**src/tcd_pkg.sv**
```systemverilog
// Types and constants of the two-colour tile image decoder.
`default_nettype none
package tcd_pkg;

  localparam int PAL_ENTRIES = 256;
  localparam int PAL_AW      = $clog2(PAL_ENTRIES);
  localparam int RGB_W       = 24;
  localparam int MAX_DEPTH   = 8;

  // Header byte positions
  localparam logic [2:0] HDR_ACROSS_LO = 3'd0;
  localparam logic [2:0] HDR_ACROSS_HI = 3'd1;
  localparam logic [2:0] HDR_DOWN_LO   = 3'd2;
  localparam logic [2:0] HDR_DOWN_HI   = 3'd3;
  localparam logic [2:0] HDR_DEPTH_LO  = 3'd4;
  localparam logic [2:0] HDR_LAST      = 3'd5;

  // Palette component positions
  localparam logic [1:0] COMP_RED   = 2'd0;
  localparam logic [1:0] COMP_GREEN = 2'd1;
  localparam logic [1:0] COMP_BLUE  = 2'd2;

  // Tile byte positions
  localparam logic [1:0] TB_COLOUR1 = 2'd0;
  localparam logic [1:0] TB_COLOUR0 = 2'd1;
  localparam logic [1:0] TB_MAP_LO  = 2'd2;
  localparam logic [1:0] TB_MAP_HI  = 2'd3;

  typedef enum logic [1:0] {
    PH_HEADER,
    PH_PALETTE,
    PH_TILES,
    PH_DONE
  } phase_t;

  typedef struct packed {
    logic [7:0] data_byte;
    logic       chunk_start;
  } in_item_t;

  typedef struct packed {
    logic [17:0] pixel_x;
    logic [17:0] pixel_y;
    logic [7:0]  red;
    logic [7:0]  green;
    logic [7:0]  blue;
    logic        tile_last;
    logic        image_last;
  } out_item_t;

  // One decoded tile waiting for pixel output
  typedef struct packed {
    logic [7:0]  colour1;
    logic [7:0]  colour0;
    logic [15:0] map;
    logic [15:0] col;
    logic [15:0] row;
    logic        final_tile;
  } tile_desc_t;

  typedef struct packed {
    logic              en;
    logic [PAL_AW-1:0] addr;
    logic [RGB_W-1:0]  data;
  } pal_wr_t;

  typedef struct packed {
    logic              en;
    logic [PAL_AW-1:0] addr1;
    logic [PAL_AW-1:0] addr0;
  } pal_rd_t;

endpackage
`default_nettype wire

```
**src/tcd_emit.sv**
```systemverilog
// Pixel emitter: expands one tile into sixteen pixel transactions.
`default_nettype none
module tcd_emit
  import tcd_pkg::*;
(
  input  wire logic             clk,
  input  wire logic             rst_n,
  input  wire tile_desc_t       desc,
  input  wire logic             desc_valid,
  output logic                  desc_take,
  output pal_rd_t               pal_rd,
  input  wire logic [RGB_W-1:0] rgb1,
  input  wire logic [RGB_W-1:0] rgb0,
  output logic                  out_valid,
  input  wire logic             out_stall,
  output out_item_t             out_data
);

  logic        active_r;
  logic [3:0]  pix_r;
  logic [15:0] map_r;
  logic [15:0] col_r;
  logic [15:0] row_r;
  logic        final_r;
  logic        out_acc;
  logic        last_pix;
  logic [RGB_W-1:0] rgb;

  assign out_acc   = active_r && !out_stall;
  assign last_pix  = pix_r == 4'd15;
  assign desc_take = desc_valid && (!active_r || (out_acc && last_pix));

  // Read both palette entries as the tile is taken
  always_comb begin
    pal_rd.en    = desc_take;
    pal_rd.addr1 = desc.colour1;
    pal_rd.addr0 = desc.colour0;
  end

  // Pixel sequencing
  always_ff @(posedge clk) begin
    if (!rst_n) begin
      active_r <= 1'b0;
      pix_r    <= '0;
    end else if (desc_take) begin
      active_r <= 1'b1;
      pix_r    <= '0;
    end else if (out_acc) begin
      pix_r <= pix_r + 4'd1;
      if (last_pix) begin
        active_r <= 1'b0;
      end
    end
  end

  // Hold tile fields for the whole tile
  always_ff @(posedge clk) begin
    if (desc_take) begin
      map_r   <= desc.map;
      col_r   <= desc.col;
      row_r   <= desc.row;
      final_r <= desc.final_tile;
    end
  end

  // Map bit 15 drives pixel 0
  assign rgb = map_r[~pix_r] ? rgb1 : rgb0;

  always_comb begin
    out_data.pixel_x    = {col_r, pix_r[1:0]};
    out_data.pixel_y    = {row_r, pix_r[3:2]};
    out_data.red        = rgb[7:0];
    out_data.green      = rgb[15:8];
    out_data.blue       = rgb[23:16];
    out_data.tile_last  = last_pix;
    out_data.image_last = last_pix && final_r;
  end

  assign out_valid = active_r;

endmodule
`default_nettype wire

```
**config.mk**
```make
export PLATFORM = sky130hd
export DESIGN_NAME = tcd_emit
export DESIGN_NICKNAME = d
export VERILOG_FILES = /design/src/tcd_pkg.sv /design/src/tcd_emit.sv
export SDC_FILE = /design/constraint.sdc
export NUM_CORES = 1
export LEC_CHECK = 0
export ABC_AREA = 1
export BUFFER_PORTS_ARGS = -buffer_cell sky130_fd_sc_hd__buf_2
export CORE_MARGIN = 2
export CORE_UTILIZATION = 30
export DETAILED_ROUTE_END_ITERATION = 10
export PLACE_DENSITY = 0.62
export SLEW_MARGIN = 20
export SYNTH_ARGS = -nofsm -noshare
export SYNTH_HDL_FRONTEND = slang
export SYNTH_SLANG_ARGS = --single-unit
```
**constraint.sdc**
```tcl
create_clock -name clk -period 4.6 [get_ports clk]
set_input_delay 0.92 -clock clk [delete_from_list [all_inputs] [get_ports clk]]
set_output_delay 0.92 -clock clk [all_outputs]
set_load 0.01 [all_outputs]
```
After elaboration in Yosys (flattened, before gate mapping)
Cells that the tools add are included.

storage, ports and cells
  register bits after elaboration = 54
  latch bits = 0
  memory bits (writable) = 0
  ROM bits = 0
  input bits = 117
  output and inout bits = 81
  word-level logic and storage cells = 28
  memories = 0

operators by class
  add/sub/neg operators = 1
  multiply operators = 0
  div/mod/pow operators = 0
  $lt $le $gt $ge = 1
  eq/ne operators = 1
  shift operators = 0
  muxes and demuxes = 6
  bitwise gates (word level) = 2
  reduce and logical (&&, ||, !) cells = 11

operators with widths
  operator                                                              count
  24-bit two-way mux                                                    1
  4-bit by 5-bit < comparator with 1-bit output, second input constant  1
  4-bit by 1-bit adder with 4-bit output, second input constant         1
  1-bit binary-select mux with 4-bit select                             1
  4-bit equality test, second input constant                            1
  1-bit logical AND                                                     4
  1-bit two-way mux                                                     4
  4-bit NOT                                                             1
  2-bit nonzero test                                                    2
  1-bit zero test                                                       2
  2-bit AND reduction                                                   1
  2-bit OR reduction                                                    1
  1-bit logical OR                                                      1
  1-bit NOT                                                             1

Longest topological paths before layout
  depth in word-level cells = 7
  depth in mapped cells = 10
  depth with buffers taken out = 9

Worst setup path after synthesis
OpenSTA, ideal clock, no wires.

  kind = in2out
  start = input out_stall
  end = output pal_rd[16] (netlist name)
  arrival = 2.522 ns
  data required time = 3.680 ns
  path slack = 1.158 ns
  stages on the path = 4
  path buffers = 1
  cell sequence = o21ai_0 -> nand2_1 -> inv_1 -> buf_4

on the way
  longest elaborated chain between the ends = 5

ends and longest elaborated chain
  element            RTL line        RTL
  start, declared    tcd_emit.sv:15  input wire logic out_stall,
  1-bit zero test    tcd_emit.sv:29  assign out_acc = active_r && !out_stall;
  1-bit logical AND  tcd_emit.sv:29
  1-bit logical AND  tcd_emit.sv:31  assign desc_take = desc_valid && (!active_r || (out_acc && last_pix));
  1-bit logical OR   tcd_emit.sv:31
  1-bit logical AND  tcd_emit.sv:31
  end, declared      tcd_emit.sv:11  output pal_rd_t pal_rd,

Every way passes these cells.

==> results.json <==
{
  "final.setup.tns_ns": 0,
  "power_density_nw_per_um2": 294,
  "dieArea_um2": 9600,
  "yosys.area_share.adder_pct": 0.472,
  "multi_input_area_um2": 800,
  "path_max_fanout": 25,
  "cts_hold_buf": 0,
  "slew_headroom_pct": 60.8,
  "finalSetupViolCount": 0,
  "ys_seq_area_share_pct": 59.3,
  "synth_common_cells": "edfxtp_1, nand2_1, nand3_1, nand2_4",
  "cap_violations": 0,
  "dp_slack_ns": 1.51,
  "numCtsBuffers": 5,
  "post_cts_buffers": 0,
  "core.rowCount": 34,
  "drtIter0Drc": 54,
  "synth-edff-count": 49,
  "final_hold_viol_count": 0,
  "synth-async-reset-ratio_pct": 0,
  "first_global_vias": 2067,
  "antenna_left": 0,
  "synthMuxAreaShare_pct": 0,
  "rsz0062_at_grt": "false",
  "worstSetupPathType": "reg2out",
  "drc_errors": 0,
  "io_pins": 198,
  "clock_sinks": 54,
  "synth_xor_area_share_pct": 0.661,
  "hold_ws_ns": 0.539,
  "core_area_um2": 8640,
  "syn_nets": 342,
  "track_usage_pct": 12.9,
  "cts_root_buf": "clkbuf_8",
  "crit_arrival_ns": 2.48,
  "max_freq_mhz": 294,
  "synth_area_leaders": "edfxtp_1, nand2_4, nand3_1",
  "critical-path-top-delay-family": "simple AND/OR/NAND/NOR gates",
  "synth_top_area_share_pct": 55.6,
  "nets": 490,
  "slew_violations": 0,
  "grt_max_degree": 28,
  "synth-simple-area-share_pct": 28.2,
  "finalCriticalPeriod_ns": 3.40,
  "holdCritPathClass": "reg2reg",
  "grt_overflow": 0,
  "synth_top_area_cell": "edfxtp_1",
  "clockBufferDepth": 2,
  "nFillCells": 880,
  "yosysMostFrequentCell": "edfxtp_1",
  "cts.repair.resized": 0,
  "cts_tree": "yes",
  "dpl.hpwl_um": 5220,
  "cpPeakStageDelay_ns": 0.56,
  "io_buffers": 165,
  "synthCells": 224,
  "worst_setup_path_end_kind": "output port",
  "grt_pass1_wl_um": 9690,
  "die_h_um": 98.0,
  "synth_top_flop_cell": "edfxtp_1",
  "vias": 2056,
  "total_leakage_power_nw": 1.74,
  "synthDistinctLibCells": 20,
  "status": "finished clean",
  "synth_seq_cells": 54,
  "routabilityCongestion": 0.812,
  "route.detailed.wl_per_inst_um": 13.1,
  "cp-start-kind": "register",
  "ir_worst_vdd_mv": 0.223,
  "synth.avg_cell_area_um2": 11.8,
  "min_period_over_period_pct": 74.0,
  "cp_cell_sequence": "inv_1 > nand2_1 > nand3_1 > nand3_2 > nand3_4 > nand2_4 > nand2_1 > nand2_1 > buf_2",
  "worstSkewPairLatency_ns": 0.29,
  "tightest_slew_ns": 0.587,
  "antenna_cells": 0,
  "path_buf_inv": 2,
  "start_util_pct": 30.7,
  "syn_area_um2": 2650,
  "routed_wl_um": 6300,
  "path_clk_slew_ns": 0.09,
  "htreeDepth": 2,
  "skew_ns": 0.00404,
  "regArea_um2": 1570,
  "die_w_um": 98.0,
  "cpMostUsedCell": "nand2_1",
  "ys.warnings.count": 0,
  "worst_path_max_delay_cell": "dfxtp_1",
  "worstPathRequired_ns": 3.68,
  "synth_compound_area_share_pct": 0.850,
  "layout_setup_ws_ns": 1.20,
  "layout-area-overhead-vs-synth_pct": 32.1,
  "antenna_found_initial": 0,
  "synth_top_family_by_area": "simple AND/OR/NAND/NOR gates",
  "drive_gt1_share_pct": 59.0,
  "via_per_inst": 4.27,
  "drt-pass1-iter-count": 4
}
final timing paths:
kind	from	to	slack, ns	cells after the start
setup / recovery	pix_r[0]	out_data[8]	1.20	9
hold / removal	out_valid	out_valid	0.54	2
setup reg to reg	pix_r[0]	map_r[11]	2.16	6
hold reg to reg	out_valid	out_valid	0.54	2
metal layers:
layer / vias to the layer above / share of wire, % / GRT usage (%) / wire, um
li1: 1017 / - / - / -
met1: 901 / 37 / 13.8 / 2310
met2: 130 / 50 / 22.8 / 3130
met3: 8 / 13 / 5.44 / 791
met4: 0 / 1.2 / 4.59 / 75
met5: - / 0 / 0 / 0
worst register-to-register path, stage by stage, from the launching register on:
cell     delay, ns
dfxtp_1       0.56
ha_1          0.25
nand3_1       0.12
o21ai_0       0.21
nand2_1       0.13
inv_2         0.42
buf_4         0.43
where the power goes:
| part | internal [mW] | switching (mW) | leakage, nW |
|---|---|---|---|
| sequential | 0.569 | 0.00825 | 0.510 |
| combinational | 0.0867 | 0.113 | 1.19 |
| clock | 0.108 | 0.144 | 0.0385 |
| total | 0.764 | 0.265 | 1.74 |
layout by cell type, fill, tap and decap left out, drive strengths merged:
cell type  netlist  layout
a21boi           1       1
a21oi            1       1
buf             25     166
clkbuf           0       7
clkinvlp         0       1
dfxtp            5       5
edfxtp          49      49
ha               1       1
inv             20      20
nand2           74      74
nand3           37      37
nor2             5       5
nor3             1       1
nor3b            1       1
o21ai            2       2
xor2             2       2
logic make-up (layout without fill, tap and decap cells):
logic type	Yosys count	after routing
compound gates	4	4
buf+inv	45	194
fa+ha+maj	1	1
xor+xnor	2	2
flops	54	54
simple gates	118	118
final cells by class:
cell class              count  share of cell area (%)
clock buffers               7                    2.18
clock inverters             1                   0.215
inverters                  20                    2.15
multi-input cells         125                    22.9
flip-flops and latches     54                    44.9
well taps                 108                    3.86
repair buffers            166                    23.8
flip-flops by register name (all words and copies together) (netlist names):
signal,cells
out_valid,1
pix_r,4
final_r,1
col_r,16
map_r,16
row_r,16
per-stage QoR:
step | instance area (um^2) | total power [mW] | instances | util, %
4_1_cts | 3500 | 1.04 | 481 | 40.5
2_1_floorplan | 2650 | 0.713 | 224 | -
6_report | 3500 | 1.03 | 481 | 40.5
5_1_grt | 3500 | 1.09 | 481 | 40.5
3_5_place_dp | 3410 | 0.792 | 473 | 39.5
3_3_place_gp | 3410 | 0.789 | 473 | 39.5
Power figures use the tool's default switching activity.
