File: src/tcd_pkg.sv
// Types and constants of the two-colour tile image decoder.
`default_nettype none
package tcd_pkg;

  localparam int PAL_ENTRIES = 256;
  localparam int PAL_AW      = $clog2(PAL_ENTRIES);
  localparam int RGB_W       = 24;
  localparam int MAX_DEPTH   = 8;

  // Header byte positions
  localparam logic [2:0] HDR_ACROSS_LO = 3'd0;
  localparam logic [2:0] HDR_ACROSS_HI = 3'd1;
  localparam logic [2:0] HDR_DOWN_LO   = 3'd2;
  localparam logic [2:0] HDR_DOWN_HI   = 3'd3;
  localparam logic [2:0] HDR_DEPTH_LO  = 3'd4;
  localparam logic [2:0] HDR_LAST      = 3'd5;

  // Palette component positions
  localparam logic [1:0] COMP_RED   = 2'd0;
  localparam logic [1:0] COMP_GREEN = 2'd1;
  localparam logic [1:0] COMP_BLUE  = 2'd2;

  // Tile byte positions
  localparam logic [1:0] TB_COLOUR1 = 2'd0;
  localparam logic [1:0] TB_COLOUR0 = 2'd1;
  localparam logic [1:0] TB_MAP_LO  = 2'd2;
  localparam logic [1:0] TB_MAP_HI  = 2'd3;

  typedef enum logic [1:0] {
    PH_HEADER,
    PH_PALETTE,
    PH_TILES,
    PH_DONE
  } phase_t;

  typedef struct packed {
    logic [7:0] data_byte;
    logic       chunk_start;
  } in_item_t;

  typedef struct packed {
    logic [17:0] pixel_x;
    logic [17:0] pixel_y;
    logic [7:0]  red;
    logic [7:0]  green;
    logic [7:0]  blue;
    logic        tile_last;
    logic        image_last;
  } out_item_t;

  // One decoded tile waiting for pixel output
  typedef struct packed {
    logic [7:0]  colour1;
    logic [7:0]  colour0;
    logic [15:0] map;
    logic [15:0] col;
    logic [15:0] row;
    logic        final_tile;
  } tile_desc_t;

  typedef struct packed {
    logic              en;
    logic [PAL_AW-1:0] addr;
    logic [RGB_W-1:0]  data;
  } pal_wr_t;

  typedef struct packed {
    logic              en;
    logic [PAL_AW-1:0] addr1;
    logic [PAL_AW-1:0] addr0;
  } pal_rd_t;

endpackage
`default_nettype wire

File: src/tcd_parse.sv
// Byte stream parser: header, palette load and tile collection.
`default_nettype none
module tcd_parse
  import tcd_pkg::*;
(
  input  wire logic     clk,
  input  wire logic     rst_n,
  input  wire logic     in_valid,
  output logic          in_stall,
  input  wire in_item_t in_data,
  output pal_wr_t       pal_wr,
  output tile_desc_t    desc,
  output logic          desc_valid,
  input  wire logic     desc_take
);

  phase_t      phase_r, phase_nxt, ph;
  logic [7:0]  cnt_r, cnt_nxt, cnt;
  logic [1:0]  comp_r, comp_nxt;
  logic [15:0] across_r, across_nxt;
  logic [15:0] down_r, down_nxt;
  logic [3:0]  depth_r, depth_nxt;
  logic [15:0] col_r, col_nxt;
  logic [15:0] row_r, row_nxt;
  logic [15:0] part_r, part_nxt;
  logic [7:0]  c1_r, c1_nxt;
  logic [7:0]  c0_r, c0_nxt;
  logic [7:0]  maplo_r, maplo_nxt;
  tile_desc_t  desc_r, desc_nxt;
  logic        desc_vld_r;
  logic        acc;
  logic        tile_done;
  logic        final_tile;
  logic [7:0]  b;
  logic [7:0]  last_idx;
  logic [15:0] col_inc;

  assign in_stall   = desc_vld_r && !desc_take;
  assign acc        = in_valid && !in_stall;
  assign b          = in_data.data_byte;
  assign ph         = in_data.chunk_start ? PH_HEADER : phase_r;
  assign cnt        = in_data.chunk_start ? 8'd0 : cnt_r;
  assign last_idx   = 8'((9'd1 << depth_r) - 9'd1);
  assign col_inc    = col_r + 16'd1;
  assign final_tile = ({1'b0, col_r} + 17'd1 == {1'b0, across_r}) &&
                      ({1'b0, row_r} + 17'd1 == {1'b0, down_r});
  assign tile_done  = acc && (ph == PH_TILES) && (cnt[1:0] == TB_MAP_HI);

  // Next parse phase
  always_comb begin
    phase_nxt = phase_r;
    if (acc) begin
      phase_nxt = ph;
      unique case (ph)
        PH_HEADER: begin
          if (cnt[2:0] == HDR_LAST) begin
            phase_nxt = PH_PALETTE;
          end
        end
        PH_PALETTE: begin
          if (comp_r == COMP_BLUE && cnt == last_idx) begin
            phase_nxt = (across_r == '0 || down_r == '0) ? PH_DONE : PH_TILES;
          end
        end
        PH_TILES: begin
          if (tile_done && final_tile) begin
            phase_nxt = PH_DONE;
          end
        end
        PH_DONE: begin
          phase_nxt = PH_DONE;
        end
        default: phase_nxt = PH_HEADER;
      endcase
    end
  end

  // Datapath and outputs for the accepted byte
  always_comb begin
    cnt_nxt    = cnt_r;
    comp_nxt   = comp_r;
    across_nxt = across_r;
    down_nxt   = down_r;
    depth_nxt  = depth_r;
    col_nxt    = col_r;
    row_nxt    = row_r;
    part_nxt   = part_r;
    c1_nxt     = c1_r;
    c0_nxt     = c0_r;
    maplo_nxt  = maplo_r;
    desc_nxt   = desc_r;
    pal_wr     = '0;
    if (acc) begin
      cnt_nxt = cnt;
      unique case (ph)
        PH_HEADER: begin
          case (cnt[2:0])
            HDR_ACROSS_LO: across_nxt = {8'd0, b};
            HDR_ACROSS_HI: across_nxt = {b, across_r[7:0]};
            HDR_DOWN_LO:   down_nxt   = {8'd0, b};
            HDR_DOWN_HI:   down_nxt   = {b, down_r[7:0]};
            HDR_DEPTH_LO:  depth_nxt  = (b > 8'(MAX_DEPTH)) ? 4'(MAX_DEPTH) : b[3:0];
            default: begin
              if (b != 8'd0) begin
                depth_nxt = 4'(MAX_DEPTH);
              end
            end
          endcase
          if (cnt[2:0] == HDR_LAST) begin
            cnt_nxt  = '0;
            comp_nxt = COMP_RED;
            col_nxt  = '0;
            row_nxt  = '0;
          end else begin
            cnt_nxt = cnt + 8'd1;
          end
        end
        PH_PALETTE: begin
          case (comp_r)
            COMP_RED:   part_nxt = {8'd0, b};
            COMP_GREEN: part_nxt = {b, part_r[7:0]};
            default: begin
              pal_wr.en   = 1'b1;
              pal_wr.addr = cnt;
              pal_wr.data = {b, part_r};
            end
          endcase
          if (comp_r == COMP_BLUE) begin
            comp_nxt = COMP_RED;
            cnt_nxt  = (cnt == last_idx) ? 8'd0 : cnt + 8'd1;
          end else begin
            comp_nxt = comp_r + 2'd1;
          end
        end
        PH_TILES: begin
          cnt_nxt = {6'd0, cnt[1:0] + 2'd1};
          case (cnt[1:0])
            TB_COLOUR1: c1_nxt    = b;
            TB_COLOUR0: c0_nxt    = b;
            TB_MAP_LO:  maplo_nxt = b;
            default: begin
              desc_nxt.colour1    = c1_r;
              desc_nxt.colour0    = c0_r;
              desc_nxt.map        = {b, maplo_r};
              desc_nxt.col        = col_r;
              desc_nxt.row        = row_r;
              desc_nxt.final_tile = final_tile;
              if (!final_tile) begin
                if (col_inc == across_r) begin
                  col_nxt = '0;
                  row_nxt = row_r + 16'd1;
                end else begin
                  col_nxt = col_inc;
                end
              end
            end
          endcase
        end
        default: begin
          cnt_nxt = cnt;
        end
      endcase
    end
  end

  // Control state
  always_ff @(posedge clk) begin
    if (!rst_n) begin
      phase_r    <= PH_HEADER;
      cnt_r      <= '0;
      comp_r     <= COMP_RED;
      across_r   <= '0;
      down_r     <= '0;
      depth_r    <= '0;
      col_r      <= '0;
      row_r      <= '0;
      desc_vld_r <= 1'b0;
    end else begin
      phase_r  <= phase_nxt;
      cnt_r    <= cnt_nxt;
      comp_r   <= comp_nxt;
      across_r <= across_nxt;
      down_r   <= down_nxt;
      depth_r  <= depth_nxt;
      col_r    <= col_nxt;
      row_r    <= row_nxt;
      if (tile_done) begin
        desc_vld_r <= 1'b1;
      end else if (desc_take) begin
        desc_vld_r <= 1'b0;
      end
    end
  end

  // Payload registers
  always_ff @(posedge clk) begin
    part_r  <= part_nxt;
    c1_r    <= c1_nxt;
    c0_r    <= c0_nxt;
    maplo_r <= maplo_nxt;
    desc_r  <= desc_nxt;
  end

  assign desc       = desc_r;
  assign desc_valid = desc_vld_r;

endmodule
`default_nettype wire

File: config.mk
export PLATFORM = sky130hd
export DESIGN_NAME = tcd_parse
export DESIGN_NICKNAME = d
export VERILOG_FILES = /design/src/tcd_pkg.sv /design/src/tcd_parse.sv
export SDC_FILE = /design/constraint.sdc
export NUM_CORES = 1
export LEC_CHECK = 0
export BUFFER_PORTS_ARGS = -buffer_cell sky130_fd_sc_hd__buf_2
export CORE_MARGIN = 8
export CORE_UTILIZATION = 60
export DETAILED_ROUTE_END_ITERATION = 10
export PLACE_DENSITY = 0.79
export REMOVE_ABC_BUFFERS = 1
export SKIP_CTS_REPAIR_TIMING = 1
export SLEW_MARGIN = 20
export SYNTH_ARGS = -nofsm -noshare
export SYNTH_HDL_FRONTEND = slang
export SYNTH_SLANG_ARGS = --single-unit
File: constraint.sdc
create_clock -name clk -period 14.6 [get_ports clk]
set_clock_uncertainty 0.15 [all_clocks]
set_input_delay 3.65 -clock clk [delete_from_list [all_inputs] [get_ports clk]]
set_output_delay 3.65 -clock clk [all_outputs]
set_load 0.1 [all_outputs]
## Yosys cells after proc, flatten, opt, wreduce, memory -nomap -nowiden

Cells that the tools add are included.

- Bits of input ports: 13
- Logic and storage cells: 133
- Register bits after elaboration: 186
- Output and inout bits: 100

- $lt $le $gt $ge: 1
- Add/subtract/negate cells: 8
- Shift operators: 1
- Eq/ne operators: 21
- Bitwise gates (word level): 5
- Mux-type cells: 34
- Reduce and logical (&&, ||, !) cells: 41

Operators with widths:

| cell | count |
|---|---|
| $pmux W16 S2 | 5 |
| $mux W16 | 7 |
| $mux W33 | 3 |
| $add A16 B1 Y17 const B | 2 |
| $eq A17 B16 Y1 | 2 |
| $add A16 B1 Y16 const B | 2 |
| $logic_not A16 Y1 | 2 |
| $mux W8 | 4 |
| $pmux W8 S3 | 1 |
| $reduce_and A3 Y1 | 8 |
| $eq A16 B16 Y1 | 1 |
| $reduce_and A4 Y1 | 4 |
| $reduce_bool A2 Y1 | 7 |
| $mux W2 | 6 |
| $eq A2 B2 Y1 const B | 5 |
| $add A8 B1 Y8 const B | 1 |
| $eq A8 B8 Y1 | 1 |
| $gt A8 B4 Y1 const B | 1 |
| $mux W4 | 2 |
| $pmux W2 S4 | 1 |
| $pmux W4 S2 | 1 |
| $reduce_bool A8 Y1 | 1 |
| $shl A1 B4 Y8 const A | 1 |
| $sub A8 B1 Y8 const B | 1 |
| 20 further kinds | 42 |

## Longest topological paths before layout

- Word-level depth: 9
- Gate-level depth with buffers: 13
- Mapped depth without buffers: 12

## Worst setup path before layout

Ideal clock, no wire load.

- Path type: in2reg
- Start: input port in_data[0] (netlist bit)
- End: register col_r[9]
- Arrival time: 10.685 ns
- Path slack: 3.691 ns
- Required time: 14.376 ns
- Buffers on the path: 2
- Stages on the path: 11
- Path through: nand2b_1 -> clkbuf_1 -> inv_1 -> ha_1 -> inv_1 -> nor3_1 -> o21ai_0 -> buf_2 -> nor2_1 -> o21ai_0 -> a31oi_1

- Cells in the longest elaborated chain, start to end: 5
- Elaborated cells between the ends (all ways): 15
- Classes of those cells: 7 x eq/ne; 3 x mux; 5 x reduce/logical

RTL lines:

| element | line | text |
|---|---|---|
| start: declaration | tcd_parse.sv:10 | `input wire in_item_t in_data,` |
| $mux W8 | tcd_parse.sv:42 | `assign cnt = in_data.chunk_start ? 8'd0 : cnt_r;` |
| $eq A2 B2 Y1 (tied with other cells) | tcd_parse.sv:137 | `case (cnt[1:0])` |
| $reduce_or A3 Y1 (no line) | -- |  |
| $ne A2 B2 Y1 (no line) | -- |  |
| $reduce_and A5 Y1 (no line) | -- |  |
| end signal: assignment | tcd_parse.sv:185 | `col_r <= col_nxt;` |
| end: declaration | tcd_parse.sv:23 | `logic [15:0] col_r, col_nxt;` |

Parallel ways exist; a longest one is shown, timed or not.
A chain may end at the register's enable or synchronous reset.

==> results.md <==
- Run status: finished clean
- Starting utilization of the core area: 0.614
- Layout overhead on the synthesized area: 13.0%
- Number of H-tree levels: 4
- Maximum VDD drop: approximately 0.000085 V
- Share of the synthesized area in the top cell type: 0.353
- Placed cells: ~1100
- Kind of start point of the critical path: input pin
- Number of violations of the max-capacitance limit: 0
- Antenna diode count: 0
- Utilization after layout: 0.694
- Most used cells in the layout excluding fill and tap cells: buf_2, edfxtp_1, nand2_1, dfxtp_1, nand3_1
- Transition time at the pin with the least slew margin: 1.10 ns
- Critical Path End Type: primary output
- Die ar.: 19000 µm²
- Cells taking the most area after synthesis: edfxtp_1, dfxtp_1, nand2_1
- Max-slew violation count: 0
- Worst hold slack: around 0.27 ns
- DRC violations left: 0
- Number of storage elements in the synthesis netlist: roughly 190
- Fraction of layout cells with a size suffix above 1: 0.164
- Largest area contributor in the synthesized netlist: edfxtp_1
- Clock power frac: 0.422
- Number of vias after detailed routing: around 7000
- Distinct cell type count of the synthesized netlist: 70
- Seq. cell area: between 4000 and 5000 µm²
- Overflow left after global routing: 0
- Post-synthesis sequential area ratio: 0.535
- Setup CP Type: in2out
- Switch Pwr: roughly 250 µW
- All-layer global routing usage: 0.232
- Fill cell instance count of the final layout: 1146
- Part of the power in combinational logic: 0.042
- Number of sinks driven by the clock tree: ~190
- Depth of the worst hold-timing path: 0
- Later-pin clock latency in the skew report: 0.44 ns
- Hold violation total from the final report: 0
- Most common cell after layout, fill and taps aside: buf_2
- Fraction of power spent switching nets: 0.237
- Core region area: ~15000 µm²
- Antenna-violating nets left: 0
- Most common flop cell mapped by yosys: edfxtp_1
- DRT iter0 DRCs: 786
- RSZ-0062 raised after global routing: no
- Final weighted congestion of routability-driven global placement: roughly 0.94
- Number of global-route vias before repair: roughly 6600
- Min Clock Period, post-route: 9.82 ns
- TritonCTS clock tree: done
- Setup-violating endpoint count in the final report: 0
- Pin count of the biggest net entering global routing: 81
- Setup_tns: 0 ns
- Headroom to the max-slew limit: 0.256
- Total CTS buffers: 17
- Number of buffer cells added on primary ports: ~110
- Post-route clock period utilization: 0.673
- Data arrival, critical path: between 6 and 7 ns
- CTS root buf: clkbuf_16
- Average wire per cell in the routed design: about 19 µm
- Total number of nets in the final design: about 1000
- Synthesis Warnings: 0
- DP HPWL: 14700 µm
- Die X: 138 µm
- Mapped Avg Cell Area: between 10 and 15 µm²
- Router iterations before antenna repair: 7
- Number of I/O pins: around 110
- Cell area after technology mapping: between 8000 and 9000 µm²
- Floorplan die height: ~140 µm
- Share of power burned in registers: 0.536
- Mean number of vias per cell: ~6
- Highest fanout seen on the critical path: 25
- Synth async-reset ratio: 0
- Power Density: ~100 nW/µm²
- Register clock-pin slew on the reported worst setup and hold paths: about 0.070 ns
- Area used by multi-input combinational logic: 3860 µm²
- Routed wire length: about 22000 µm
- Global-route wire length before repair: 34600 µm
- Internal power: 794 µW
- Placed Area: around 9500 µm²
- Non-filler cells in the finished layout: 1162
- Data required, critical path: about 11 ns
- Max clock buf depth: 2
- Cell row count: 44
- Length in cells of the worst reg-to-reg path: 10
- Lkg Pwr: ~0.0036 µW
- Synthesized netlist cell count: 880
- Number of flops mapped to enable cells by yosys: approximately 110
- Max frequency: slightly above 100 MHz
- Final standard cell area without fillers: around 10000 µm²
- Tightest Hold Check Type: reg2reg
- Number of antenna violations at the first check in global routing: 0
-- synthesized netlist by cell type (8+ instances only) --
cell and number:
nand4_1 13, a31oi_1 15, xor2_1 13, o21ai_0 45, clkbuf_1 31, nor2b_1 27
mux2i_1 12, nor3_1 14, and3_1 14, nand3_1 62, o21a_1 8, nor4_1 16
inv_1 20, nor2_1 56, nand2_1 86, a21oi_1 22, xnor2_1 34, buf_2 11
ha_1 8, a21boi_0 30, edfxtp_1 105, and2_1 37, dfxtp_1 81, nand2b_1 15
-- power by group through the flow --
stage	Clock [µW]	Combinational [µW]	Sequential, µW
6_report	439	44.1	558
5_1_grt	463	48.0	558
4_1_cts	443	43.4	557
3_5_place_dp	0	43.0	569
3_3_place_gp	0	42.2	569
2_1_floorplan	0	25.6	568
-- registers in the layout, indices dropped and copies added, names as in the netlist --
register / flops
across_r: 16
c0_r: 8
c1_r: 8
cnt_r: 8
col_r: 16
comp_r: 2
depth_r: 4
desc: 65
desc_valid: 1
down_r: 16
maplo_r: 8
part_r: 16
phase_r: 2
row_r: 16
-- layout make-up --
class	instances	share of cell area
flip-flops and latches	186	0.473
repair buffers	116	0.0585
well taps	184	0.0228
inverters	20	0.00744
clock inverters	13	0.0124
multi-input cells	624	0.383
clock buffers	19	0.0429
-- final timing paths --
check | start | to | slack, ns
setup reg to reg | row_r[0] | row_r[6] | 10.50
setup / recovery | desc_take | pal_wr[9] | 4.78
hold / removal | c0_r[0] | desc[49] | 0.27
hold reg to reg | c0_r[0] | desc[49] | 0.27
-- metal layers --
metal  wire [µm]  share of wire  vias up  GRT usage
li1            -              -     3369          -
met1        9040           0.42     3324      0.304
met2       10500           0.49      315      0.380
met3        1580          0.073       50     0.0409
met4         479          0.022        0     0.0836
met5           0              0        -          0
-- stage by stage --
step / setup WS (ns) / power [µW]
after global placement: 4.98 / 611
after floorplan: 2.80 / 593
after global routing: 4.58 / 1070
after CTS: 4.82 / 1040
after detailed placement: 4.83 / 612
final: 4.78 / 1040
-- critical path, stage by stage --
cell and delay [ns]:
buf_2 0.07, nand2b_1 0.12, and2_0 0.53, nand3_1 0.49, inv_1 0.52, and2_1 0.20, buf_2 0.43
-- logic make-up after synthesis --
kind of cell	share of synthesized area
AND/OR/NAND/NOR	0.228
flip-flops	0.535
AO/OA/AOI/OAI	0.127
buffers and inverters	0.0339
XOR/XNOR	0.0512
multiplexers	0.0147
adder cells (fa/ha/maj)	0.0112
Power figures use the tool's default switching activity.
